[config.mk]
export PLATFORM = sky130hd
export DESIGN_NAME = multi_button_debounce_long_press
export DESIGN_NICKNAME = d
export VERILOG_FILES = /design/src/rtl/mbdlp_pkg.sv /design/src/rtl/multi_button_debounce_long_press.sv
export SDC_FILE = /design/constraint.sdc
export NUM_CORES = 1
export LEC_CHECK = 0
export ABC_CLOCK_PERIOD_IN_PS = 7450
export CORE_MARGIN = 2
export CORE_UTILIZATION = 55
export DETAILED_ROUTE_END_ITERATION = 8
export DONT_BUFFER_PORTS = 1
export PLACE_DENSITY = 0.67
export SYNTH_ARGS = -nofsm -noshare
export SYNTH_HDL_FRONTEND = slang
export SYNTH_SLANG_ARGS = --single-unit
[constraint.sdc]
create_clock -name aclk -period 7.45 [get_ports aclk]
set_input_delay 0.745 -clock aclk [delete_from_list [all_inputs] [get_ports aclk]]
set_output_delay 0.745 -clock aclk [all_outputs]
set_load 0.02 [all_outputs]
[src/rtl/mbdlp_pkg.sv]
package mbdlp_pkg;

    localparam int NUM_BUTTONS_DEFAULT = 4;
    localparam int RAW_WIDTH           = 4;
    localparam int POLL_MS             = 10;
    localparam int SETTLE_MS           = 50;
    localparam int HOLD_WIDTH          = 8;
    localparam int TIMER_WIDTH         = 16;
    localparam int LONG_BUTTON         = 1;
    localparam int S_TDATA_WIDTH       = 8;
    localparam int M_TDATA_WIDTH       = 16;
    localparam int APB_ADDR_WIDTH      = 3;
    localparam int APB_DATA_WIDTH      = 32;

    typedef logic [HOLD_WIDTH-1:0]  hold_t;
    typedef logic [TIMER_WIDTH-1:0] timer_t;

    localparam hold_t  HOLD_MAX     = '1;
    localparam hold_t  SETTLE_RESET = HOLD_WIDTH'(SETTLE_MS / POLL_MS);
    localparam timer_t LONG_RESET   = TIMER_WIDTH'(100);

    typedef enum logic [0:0] {
        REG_SETTLE_POLLS     = 1'b0,
        REG_LONG_PRESS_POLLS = 1'b1
    } reg_index_t;

endpackage

[src/rtl/multi_button_debounce_long_press.sv]
// A poll word accepted at a clock edge shows on m_tdata after that edge, from the output register.
// Throughput: one poll word per cycle; the output register takes a new word
// whenever it is empty or being read in the same cycle.
// Reset (aresetn low, synchronous): buttons read released with zero hold count,
// long-press countdown stopped, output empty, registers back to 5 and 100 polls.
module multi_button_debounce_long_press #(
    parameter int NUM_BUTTONS = mbdlp_pkg::NUM_BUTTONS_DEFAULT
) (
    input  logic                                  aclk,
    input  logic                                  aresetn,
    input  logic                                  s_tvalid,
    output logic                                  s_tready,
    // [3:0] raw_levels, [7:4] zero
    input  logic [mbdlp_pkg::S_TDATA_WIDTH-1:0]   s_tdata,
    output logic                                  m_tvalid,
    input  logic                                  m_tready,
    // [3:0] press_events, [4] long_press, [8:5] debounced_levels, [15:9] zero
    output logic [mbdlp_pkg::M_TDATA_WIDTH-1:0]   m_tdata,
    input  logic                                  psel,
    input  logic                                  penable,
    input  logic                                  pwrite,
    input  logic [mbdlp_pkg::APB_ADDR_WIDTH-1:0]  paddr,
    input  logic [mbdlp_pkg::APB_DATA_WIDTH-1:0]  pwdata,
    output logic [mbdlp_pkg::APB_DATA_WIDTH-1:0]  prdata,
    output logic                                  pready
);
    import mbdlp_pkg::*;

    localparam int NB_EXT = (NUM_BUTTONS > RAW_WIDTH) ? NUM_BUTTONS : RAW_WIDTH;

    hold_t      settle_polls_reg;
    timer_t     long_press_polls_reg;
    reg_index_t reg_index;
    logic       cfg_write;

    logic       last_raw_reg     [NUM_BUTTONS];
    logic       last_raw_next    [NUM_BUTTONS];
    logic       stable_reg       [NUM_BUTTONS];
    logic       stable_next      [NUM_BUTTONS];
    hold_t      hold_reg         [NUM_BUTTONS];
    hold_t      hold_next        [NUM_BUTTONS];
    timer_t     long_timer_reg;
    timer_t     long_timer_next;
    logic       long_running_reg;
    logic       long_running_next;

    logic [NB_EXT-1:0]        raw_ext;
    logic [NB_EXT-1:0]        press_vec;
    logic [NB_EXT-1:0]        level_vec;
    logic                     fired;
    logic                     s_accept;

    logic                     m_tvalid_reg;
    logic [M_TDATA_WIDTH-1:0] m_tdata_reg;
    logic [M_TDATA_WIDTH-1:0] m_tdata_next;

    function automatic hold_t pwpick_settle(input logic [APB_DATA_WIDTH-1:0] d);
        return d[HOLD_WIDTH-1:0];
    endfunction

    assign pready    = 1'b1;
    assign reg_index = reg_index_t'(paddr[2]);
    assign cfg_write = psel & penable & pwrite & pready;

    always_comb begin
        unique case (reg_index)
            REG_SETTLE_POLLS:     prdata = APB_DATA_WIDTH'(settle_polls_reg);
            REG_LONG_PRESS_POLLS: prdata = APB_DATA_WIDTH'(long_press_polls_reg);
            default:              prdata = '0;
        endcase
    end

    always_ff @(posedge aclk) begin
        if (!aresetn) begin
            settle_polls_reg     <= SETTLE_RESET;
            long_press_polls_reg <= LONG_RESET;
        end else if (cfg_write) begin
            unique case (reg_index)
                REG_SETTLE_POLLS:     settle_polls_reg     <= pwpick_settle(pwdata);
                REG_LONG_PRESS_POLLS: long_press_polls_reg <= pwdata[TIMER_WIDTH-1:0];
                default: ;
            endcase
        end
    end

    assign s_tready = !m_tvalid_reg || m_tready;
    assign s_accept = s_tvalid && s_tready;
    assign raw_ext  = NB_EXT'(s_tdata[RAW_WIDTH-1:0]);

    // per-button debounce, then countdown tick
    always_comb begin
        logic   loaded;
        logic   lv;
        hold_t  h;
        loaded            = 1'b0;
        lv                = 1'b0;
        h                 = '0;
        press_vec         = '0;
        level_vec         = '0;
        fired             = 1'b0;
        long_timer_next   = long_timer_reg;
        long_running_next = long_running_reg;
        for (int i = 0; i < NUM_BUTTONS; i++) begin
            lv             = raw_ext[i];
            last_raw_next[i] = last_raw_reg[i];
            stable_next[i]   = stable_reg[i];
            hold_next[i]     = hold_reg[i];
            if (lv != last_raw_reg[i]) begin
                last_raw_next[i] = lv;
                hold_next[i]     = '0;
            end else begin
                h = (hold_reg[i] != HOLD_MAX) ? hold_reg[i] + 1'b1 : hold_reg[i];
                hold_next[i] = h;
                if (lv != stable_reg[i] && h >= settle_polls_reg) begin
                    stable_next[i] = lv;
                    if (!lv) begin
                        press_vec[i] = 1'b1;
                        if (i == LONG_BUTTON) begin
                            long_timer_next   = long_press_polls_reg;
                            long_running_next = 1'b1;
                            loaded            = 1'b1;
                        end
                    end else if (i == LONG_BUTTON) begin
                        long_timer_next   = '0;
                        long_running_next = 1'b0;
                    end
                end
            end
            level_vec[i] = stable_next[i];
        end
        if (long_running_next && !loaded) begin
            if (long_timer_next <= TIMER_WIDTH'(1)) begin
                long_timer_next   = '0;
                long_running_next = 1'b0;
                fired             = 1'b1;
            end else begin
                long_timer_next = long_timer_next - 1'b1;
            end
        end
        m_tdata_next = M_TDATA_WIDTH'({level_vec[RAW_WIDTH-1:0], fired,
                                       press_vec[RAW_WIDTH-1:0]});
    end

    always_ff @(posedge aclk) begin
        if (!aresetn) begin
            for (int i = 0; i < NUM_BUTTONS; i++) begin
                last_raw_reg[i] <= 1'b1;
                stable_reg[i]   <= 1'b1;
                hold_reg[i]     <= '0;
            end
            long_timer_reg   <= '0;
            long_running_reg <= 1'b0;
        end else if (s_accept) begin
            for (int i = 0; i < NUM_BUTTONS; i++) begin
                last_raw_reg[i] <= last_raw_next[i];
                stable_reg[i]   <= stable_next[i];
                hold_reg[i]     <= hold_next[i];
            end
            long_timer_reg   <= long_timer_next;
            long_running_reg <= long_running_next;
        end
    end

    always_ff @(posedge aclk) begin
        if (!aresetn) begin
            m_tvalid_reg <= 1'b0;
        end else if (s_tready) begin
            m_tvalid_reg <= s_tvalid;
        end
    end

    always_ff @(posedge aclk) begin
        if (s_accept) begin
            m_tdata_reg <= m_tdata_next;
        end
    end

    assign m_tvalid = m_tvalid_reg;
    assign m_tdata  = m_tdata_reg;

endmodule
# Yosys cells after proc, flatten, opt, wreduce, memory -nomap -nowiden
# Memories as Yosys holds them, arrays and structs flattened.
# Cells that the tools add are included.
[word_totals] n_memories=3 word_cells=120 register_bits=51 out_inout_bits=51 ramBits=40 input_bits=50
[mem_list] memory="hold_reg" words=4 word_bits=8 read_ports=4 rd_clocked_by_memory_dff=0 wr=4 line="multi_button_debounce_long_press.sv:40" text="hold_t hold_reg [NUM_BUTTONS];"
[mem_list] memory="last_raw_reg" words=4 word_bits=1 read_ports=4 rd_clocked_by_memory_dff=0 wr=4 line="multi_button_debounce_long_press.sv:36" text="logic last_raw_reg [NUM_BUTTONS];"
[mem_list] memory="stable_reg" words=4 word_bits=1 read_ports=4 rd_clocked_by_memory_dff=0 wr=4 line="multi_button_debounce_long_press.sv:38" text="logic stable_reg [NUM_BUTTONS];"
[op_classes] n_bitwise=18 eq_ne=12 add_sub_neg=5 reduce_logical=14 mux=53 order_cmp=5
[op_table] op="8-bit two-way mux" count=12
[op_table] op="16-bit two-way mux" count=5
[op_table] op="32-bit one-hot mux with 2 select lines" count=1
[op_table] op="1-bit two-way mux" count=35
[op_table] op="8-bit by 1-bit adder with 8-bit output, second input constant" count=4
[op_table] op="8-bit >= comparator" count=4
[op_table] op="8-bit != test, second input constant" count=4
[op_table] op="16-bit by 1-bit <= comparator with 1-bit output, second input constant" count=1
[op_table] op="16-bit by 1-bit subtractor with 16-bit output, second input constant" count=1
[op_table] op="1-bit OR" count=12
[op_table] op="1-bit != test" count=8
[op_table] op="1-bit logical AND" count=6
[op_table] op="2-bit OR reduction" count=3
[op_table] op="1-bit NOT" count=4
[op_table] op="2-bit AND reduction" count=2
[op_table] op="1-bit bitwise AND" count=2
[op_table] op="1-bit logical NOT" count=2
[op_table] op="1-bit logical OR" count=1

# Logic depth before layout (Yosys ltp)
# Gate-level depths: netlist (run 1).
# An unclocked memory read counts as a cell.
[depth] ltp_word=10 depth_mapped=24 depth_no_buf=22

# Least setup slack after synthesis (run 1)
# OpenSTA, ideal clock, no wires.
[synth_path] path_kind="register -> register" start="memory hold_reg[1][0] (netlist name)" end="register long_timer_reg[3]" period_less_slack_ns=4.063 t_required_ns=7.333 slack_ns=3.387 arrival_time_ns=3.946 path_stages_with_launch=21 path_cell_list="edfxtp_1 > ha_1 > nand2_1 > nor2_1 > nand3_1 > mux2_2 > ha_1 > nor2b_1 > o31ai_2 > a21oi_2 > or2_4 > nand3_4 > inv_4 > buf_6 > a22oi_1 > ha_1 > o211ai_1 > nor4b_4 > a21oi_2 > buf_6 > a22o_1"
[synth_rtl] element="start: declaration" line="multi_button_debounce_long_press.sv:40"
[synth_rtl] element="end signal: assignment" line="multi_button_debounce_long_press.sv:159" text="long_timer_reg <= long_timer_next;"
[synth_rtl] element="end: declaration" line="multi_button_debounce_long_press.sv:42" text="timer_t long_timer_reg;"

==> out/results.ini, run 1 <==
[drt]
drtIter0Drc=230
wl_per_cell_microns=16.9
routed_wirelength_mm=12.6
vias=4263
drcViolationCount=0
final_antenna_net_count=0
vias_per_cell=5.71
first_pass_iters=4

[placement]
numPortBuffers=0
gp_congestion=0.837
pre_cts_slack_ns=2.71
hpwl_mm=9.07

[clocking]
clk_latency_ns=0.38
cts_tree=built
cts.clk_slew.worst_paths_ns=0.10
cts_made_buffers=9
htree_levels=3
clock_path_buffers=2
cts-root-buf=clkbuf_8
postCtsResizedCells=0
cts_hold_buffers=0
clock_sinks=91
cts_setup_buffers=0

[layout]
drive_gt1_frac=0.0705
area_growth_pct=4.01
largest_reg_flops=32
layout_common_cells=nand2_1, edfxtp_1, dfxtp_1
antenna_cells=0
fillers=913
final_util=0.580
nNetsFinal=693
final_common_cell=nand2_1

[pwr]
p_comb_frac=0.165
p_sw_uw=333
clkPwrFrac=0.333
ir_drop_uv=133
p_int_uw=809
seq_power_share=0.502
p_per_area_mw_per_mm2=193
p_leak_uw=0.00235
switching_share=0.292

[critical_path]
crit_family=compound AO/OA/AOI/OAI gates
r2r_cells=16
crit_buf_inv=0
crit_arrival_ns=5.11
cp_cell_sequence=ha_1 > nand2_1 > nor2_1 > nand3_1 > mux2_2 > ha_1 > nor2b_1 > o31ai_2 > a21oi_2 > o22ai_2 > a22oi_1 > ha_1 > o211ai_1 > nor4b_4 > a21oi_2 > a32o_1
cpMaxStageDelayCell=o22ai_2
cp-start-kind=flip-flop
cp.depth=16
cp_common_cell=ha_1
crit_type=flip-flop to flip-flop
max_stage_delay_ns=0.63
required_ns=7.77
crit_fanout=16
setup.worst_path.end_class=flip-flop

[synthesis]
avgSynthCellArea_sq_um=9.28
synth_area_sq_mm=0.00568
ys_seq_area_frac=0.407
yosysUniqueCellTypes=55
ys_seq_elements=91
ys_warn_count=0
netlist_instances=612

[floorplanning]
core_area_sq_mm=0.0102
die_h_microns=106
row_count=37
die-area_sq_mm=0.0112
start_util=0.558
die_x_microns=106
ioPinCount=101

[timing]
setup_tns_ns=0
relSlewSlack=0.213
slew_violations=0
fin_ws_ns=2.66
setup_viol=0
fmax_ghz=0.209
clock_skew_ns=0.00907
rsz0062_at_grt=false
period_share=0.642
finalHoldViolations=0
max_slew.worst_pin.slew_ns=1.18
period_minus_slack_ns=4.79

[global_route]
grt_usage=0.234
grt_pass1_vias=4128
overflow=0
grt_start_max_net_pins=37
grt_pass1_wl_mm=20.4
antenna_found_initial=0

[hold_path]
hold_depth=1
hold_path_class=primary input to flip-flop

[status]
status=finished clean

[job]
maxCapViolations=0

cell families after synthesis:
| kind of cell | after synthesis | synth area share |
|---|---|---|
| buf+inv | 66 | 0.0641 |
| other cells | 2 | 0.00132 |
| mux | 10 | 0.0189 |
| flops | 91 | 0.407 |
| fa+ha+maj | 38 | 0.0837 |
| compound gates | 126 | 0.154 |
| xor+xnor | 30 | 0.0476 |
| simple gates | 249 | 0.224 |
cell type report:
cell class                 instances  area, sq um  share of cell area
clock buffer                      12          199              0.0337
clock inverter                     4         32.5             0.00551
inverter                          24         92.6              0.0157
tap                              136          170              0.0288
timing repair buffer               2         15.0             0.00254
multi-input combinational        477         3090               0.522
sequential                        91         2310               0.391
power groups by stage:
stage                     sequential, uW  clock, uW  combinational (uW)
after floorplan                      580          0                 168
after global placement               584          0                 182
after detailed placement             585          0                 187
after CTS                            574        385                 189
after global routing                 577        403                 212
final                                574        380                 188
cell usage after synthesis (all sizes together):
cell	n	area [sq um]
nand2	82	308
edfxtp	49	1470
dfxtp	42	841
ha	38	475
nand3	37	198
a21oi	35	186
nor2	32	120
buf	28	219
xnor2	27	244
o21ai	26	130
inv	24	92.6
and3	23	144
nor2b	22	138
clkbuf	14	52.6
nor3	14	81.3
a22o	13	114
and2	13	81.3
a21o	10	75.1
a22oi	10	95.1
nand2b	9	56.3
nand4	8	65.1
o21a	8	60.1
mux2	6	67.6
a31oi	4	25.0
a32o	4	40.0
mux2i	4	40.0
o211ai	4	30.0
a21boi	3	33.8
o31ai	3	27.5
or2	3	21.3
or3	3	18.8
xor2	3	26.3
conb	2	7.51
nor4b	2	32.5
a211o	1	8.76
a211oi	1	7.51
a221oi	1	8.76
a32oi	1	8.76
nor4	1	6.26
o211a	1	10.0
o22ai	1	12.5
path summary, 6_finish.rpt:
| path | start | to | slack [ns] |
|---|---|---|---|
| hold / removal | aresetn | long_press_polls_reg[2] | 0.43 |
| hold reg to reg | settle_polls_reg[6] | settle_polls_reg[6] | 0.46 |
| setup reg to reg | hold_reg[1][0] | long_timer_reg[14] | 2.66 |
| setup / recovery | hold_reg[1][0] | long_timer_reg[14] | 2.66 |
worst register-to-register path: cells and delay by family (launching register included):
| kind | cells | cell delay [ns] |
|---|---|---|
| multiplexers | 1 | 0.34 |
| AND/OR/NAND/NOR | 5 | 0.71 |
| adder cells (fa/ha/maj) | 3 | 0.81 |
| flip-flops | 1 | 0.39 |
| AO/OA/AOI/OAI | 7 | 2.47 |
routing by layer:
layer	part of all wire	global-route usage
met1	0.44	0.287
met2	0.48	0.400
met3	0.058	0.0489
met4	0.020	0.0977
met5	0	0
through the flow:
| step | std cells | hold WS [ns] | cell area [sq um] | power, uW |
|---|---|---|---|---|
| 2_1_floorplan | 634 | 0.426 | 5760 | 748 |
| 3_3_place_gp | 730 | 0.443 | 5680 | 766 |
| 3_5_place_dp | 730 | 0.447 | 5680 | 773 |
| 4_1_cts | 746 | 0.422 | 5910 | 1150 |
| 5_1_grt | 746 | 0.429 | 5910 | 1190 |
| 6_report | 746 | 0.433 | 5910 | 1140 |
No activity file was read; power rests on OpenSTA's default activity.
==> run 2, diff against run 1 <==
--- a/config.mk
+++ b/config.mk
@@ -5,12 +5,13 @@
 export SDC_FILE = /design/constraint.sdc
 export NUM_CORES = 1
 export LEC_CHECK = 0
-export ABC_CLOCK_PERIOD_IN_PS = 7450
+export ABC_AREA = 1
+export ABC_CLOCK_PERIOD_IN_PS = 4000
 export CORE_MARGIN = 2
 export CORE_UTILIZATION = 55
 export DETAILED_ROUTE_END_ITERATION = 8
 export DONT_BUFFER_PORTS = 1
-export PLACE_DENSITY = 0.67
+export PLACE_DENSITY = 0.7
 export SYNTH_ARGS = -nofsm -noshare
 export SYNTH_HDL_FRONTEND = slang
 export SYNTH_SLANG_ARGS = --single-unit
==> constraint.sdc (replaced) <==
create_clock -name aclk -period 4 [get_ports aclk]
set_input_delay 0.4 -clock aclk [delete_from_list [all_inputs] [get_ports aclk]]
set_output_delay 0.4 -clock aclk [all_outputs]
set_load 0.02 [all_outputs]
==> run 2 against run 1 <==
Clock skew is 0.0059 ns higher. Sequential power grew 86%. Design area rose by 6.4%. Hold slack lost 0.31 ns. Via count is 16% higher. Core utilization rose by 0.47 points. First-iteration DRC count increased by 76%. Clock power is 70% higher. Combinational power up 130%. Area after synthesis grew 6.1%. Setup slack lost 2.4 ns. Maximum frequency grew 28%. Largest cell class unchanged. Highest routed layer unchanged.
==> out/results.ini, run 2 <==
[timing]
setup_viol=0
fmax_ghz=0.268
period_share=0.932
clock_skew_ns=0.0149
period_minus_slack_ns=3.73
slew_violations=0
max_slew.worst_pin.slew_ns=0.891
relSlewSlack=0.400
finalHoldViolations=0
hold_ws_ns=0.119

[drt]
drtIter0Drc=405
drcViolationCount=0
final_antenna_net_count=0
first_pass_iters=5
wl_per_cell_microns=14.8
vias=4926
routed_wirelength_mm=13.8
vias_per_cell=5.27

[job]
maxCapViolations=0

[critical_path]
timing.rr.start=hold_reg[1][0]
crit_arrival_ns=4.05
crit_fanout=12
crit_type=flip-flop to flip-flop
required_ns=4.32
setup.worst_path.end_class=flip-flop
r2r_cells=26
cp-startpoint=hold_reg[1][0]
cp-start-kind=flip-flop
cp_common_cell=nand2_1
max_stage_delay_ns=0.37
cpMaxStageDelayCell=edfxtp_1

[clocking]
cts-root-buf=clkbuf_8
cts_hold_buffers=0
cts_made_buffers=9
clk_latency_ns=0.37
clock_path_buffers=2
cts_tree=built
htree_levels=3
cts.clk_slew.worst_paths_ns=0.09
clock_sinks=91

[placement]
place_inst=916
dpl_cell_area_sq_mm=0.00605
numPortBuffers=0
hpwl_mm=10.3
gp_congestion=0.903

[synthesis]
synth_edf_count=49
ys_seq_area_frac=0.384
synth_largest_area_cell=edfxtp_1
synth_area_sq_mm=0.00603
synth.most_common_cell=nand2_1
avgSynthCellArea_sq_um=7.67
synth-async-reset-ratio=0
synth_commonest_cells=nand2_1, inv_1, nor2_1, edfxtp_1, o21ai_0
ys.flop_type=edfxtp_1
netlist_instances=786
ys_seq_elements=91
yosysUniqueCellTypes=36
synthDominantCellAreaShare=0.244
synthTopCellsByArea=edfxtp_1, dfxtp_1, nand2_1
ys_warn_count=0

[floorplanning]
die_x_microns=109
die-area_sq_mm=0.0118
die_h_microns=109
core_area_sq_mm=0.0107
ioPinCount=101
start_util=0.561
row_count=38

[hold_path]
hold_depth=1
hold_path.startpoint=aresetn
hold_path_class=primary input to flip-flop

[global_route]
grt_pass1_wl_mm=22.4
overflow=0
antenna_found_initial=0
grt_pass1_vias=4699
grt_usage=0.246
grt_start_max_net_pins=38

[layout]
final_common_cell=nand2_1
final_util=0.585
final_cells=934
largest_reg_flops=32
nNetsFinal=877
area_growth_pct=4.28
final_cell_area_sq_mm=0.00628
antenna_cells=0
layout_common_cells=nand2_1, inv_1, nor2_1
drive_gt1_frac=0.105

[pwr]
power_uw=2140
p_leak_uw=0.00302
p_per_area_mw_per_mm2=341
ir_drop_uv=151

[status]
status=finished clean

==> run 2: area by class of cell <==
cell class / instances / area (sq um)
Clock inverter: 6 / 62.6
Inverter: 113 / 424
Tap cell: 140 / 175
Timing Repair Buffer: 11 / 82.6
Sequential cell: 91 / 2310
Multi-Input combinational cell: 563 / 3090
Fill cell: 984 / 4460
Clock buffer: 10 / 138
==> run 2: cell families (layout without fill, tap and decap cells) <==
logic type / after synthesis / after routing / share of synthesized area
AOI/OAI and AO/OA: 95 / 95 / 0.0887
xor gates and xnor gates: 30 / 30 / 0.0436
adders and majority gates: 38 / 38 / 0.0789
buffers and inverters: 154 / 140 / 0.121
DFF: 91 / 91 / 0.384
other: 2 / 24 / 0.00125
and+or+nand+nor: 376 / 376 / 0.283
==> run 2: repair_timing <==
item | CTS | global route
buffers inserted | 0 | 2
hold endpoints to repair | 0 | 0
endpoints found under the setup margin | 0 | 18
gates resized for setup | 0 | 4
==> run 2: worst paths after layout <==
check	slack [ns]	end
max	0.27	long_timer_reg[9]
min	0.12	long_press_polls_reg[5]
min reg2reg	0.46	long_timer_reg[13]
max reg2reg	0.27	long_timer_reg[9]
==> run 2: through the flow <==
stage | worst slack, ns | setup TNS [ns]
2_1_floorplan | 0.455 | 0
6_report | 0.270 | 0
3_3_place_gp | 0.271 | 0
3_5_place_dp | 0.120 | 0
4_1_cts | 0.0885 | 0
5_1_grt | -0.0153 | -0.0153
==> run 2: critical path, delay by kind of cell, from the launching register on <==
kind                     cells  cell delay (ns)
buffers and inverters        3             0.41
AND/OR/NAND/NOR             19             1.93
adder cells (fa/ha/maj)      3             0.70
AO/OA/AOI/OAI                1             0.25
flip-flops                   1             0.37
==> run 2: metal layers <==
layer	routed length, microns	GRT usage	part of all wire
met1	5780	0.289	0.42
met2	6960	0.437	0.50
met3	624	0.0454	0.045
met4	462	0.109	0.033
met5	0	0	0
==> run 2: power by group <==
group	internal (uW)	total (uW)	switching (uW)
sequential	1030	1070	36.4
clock	306	647	340
combinational	133	426	294
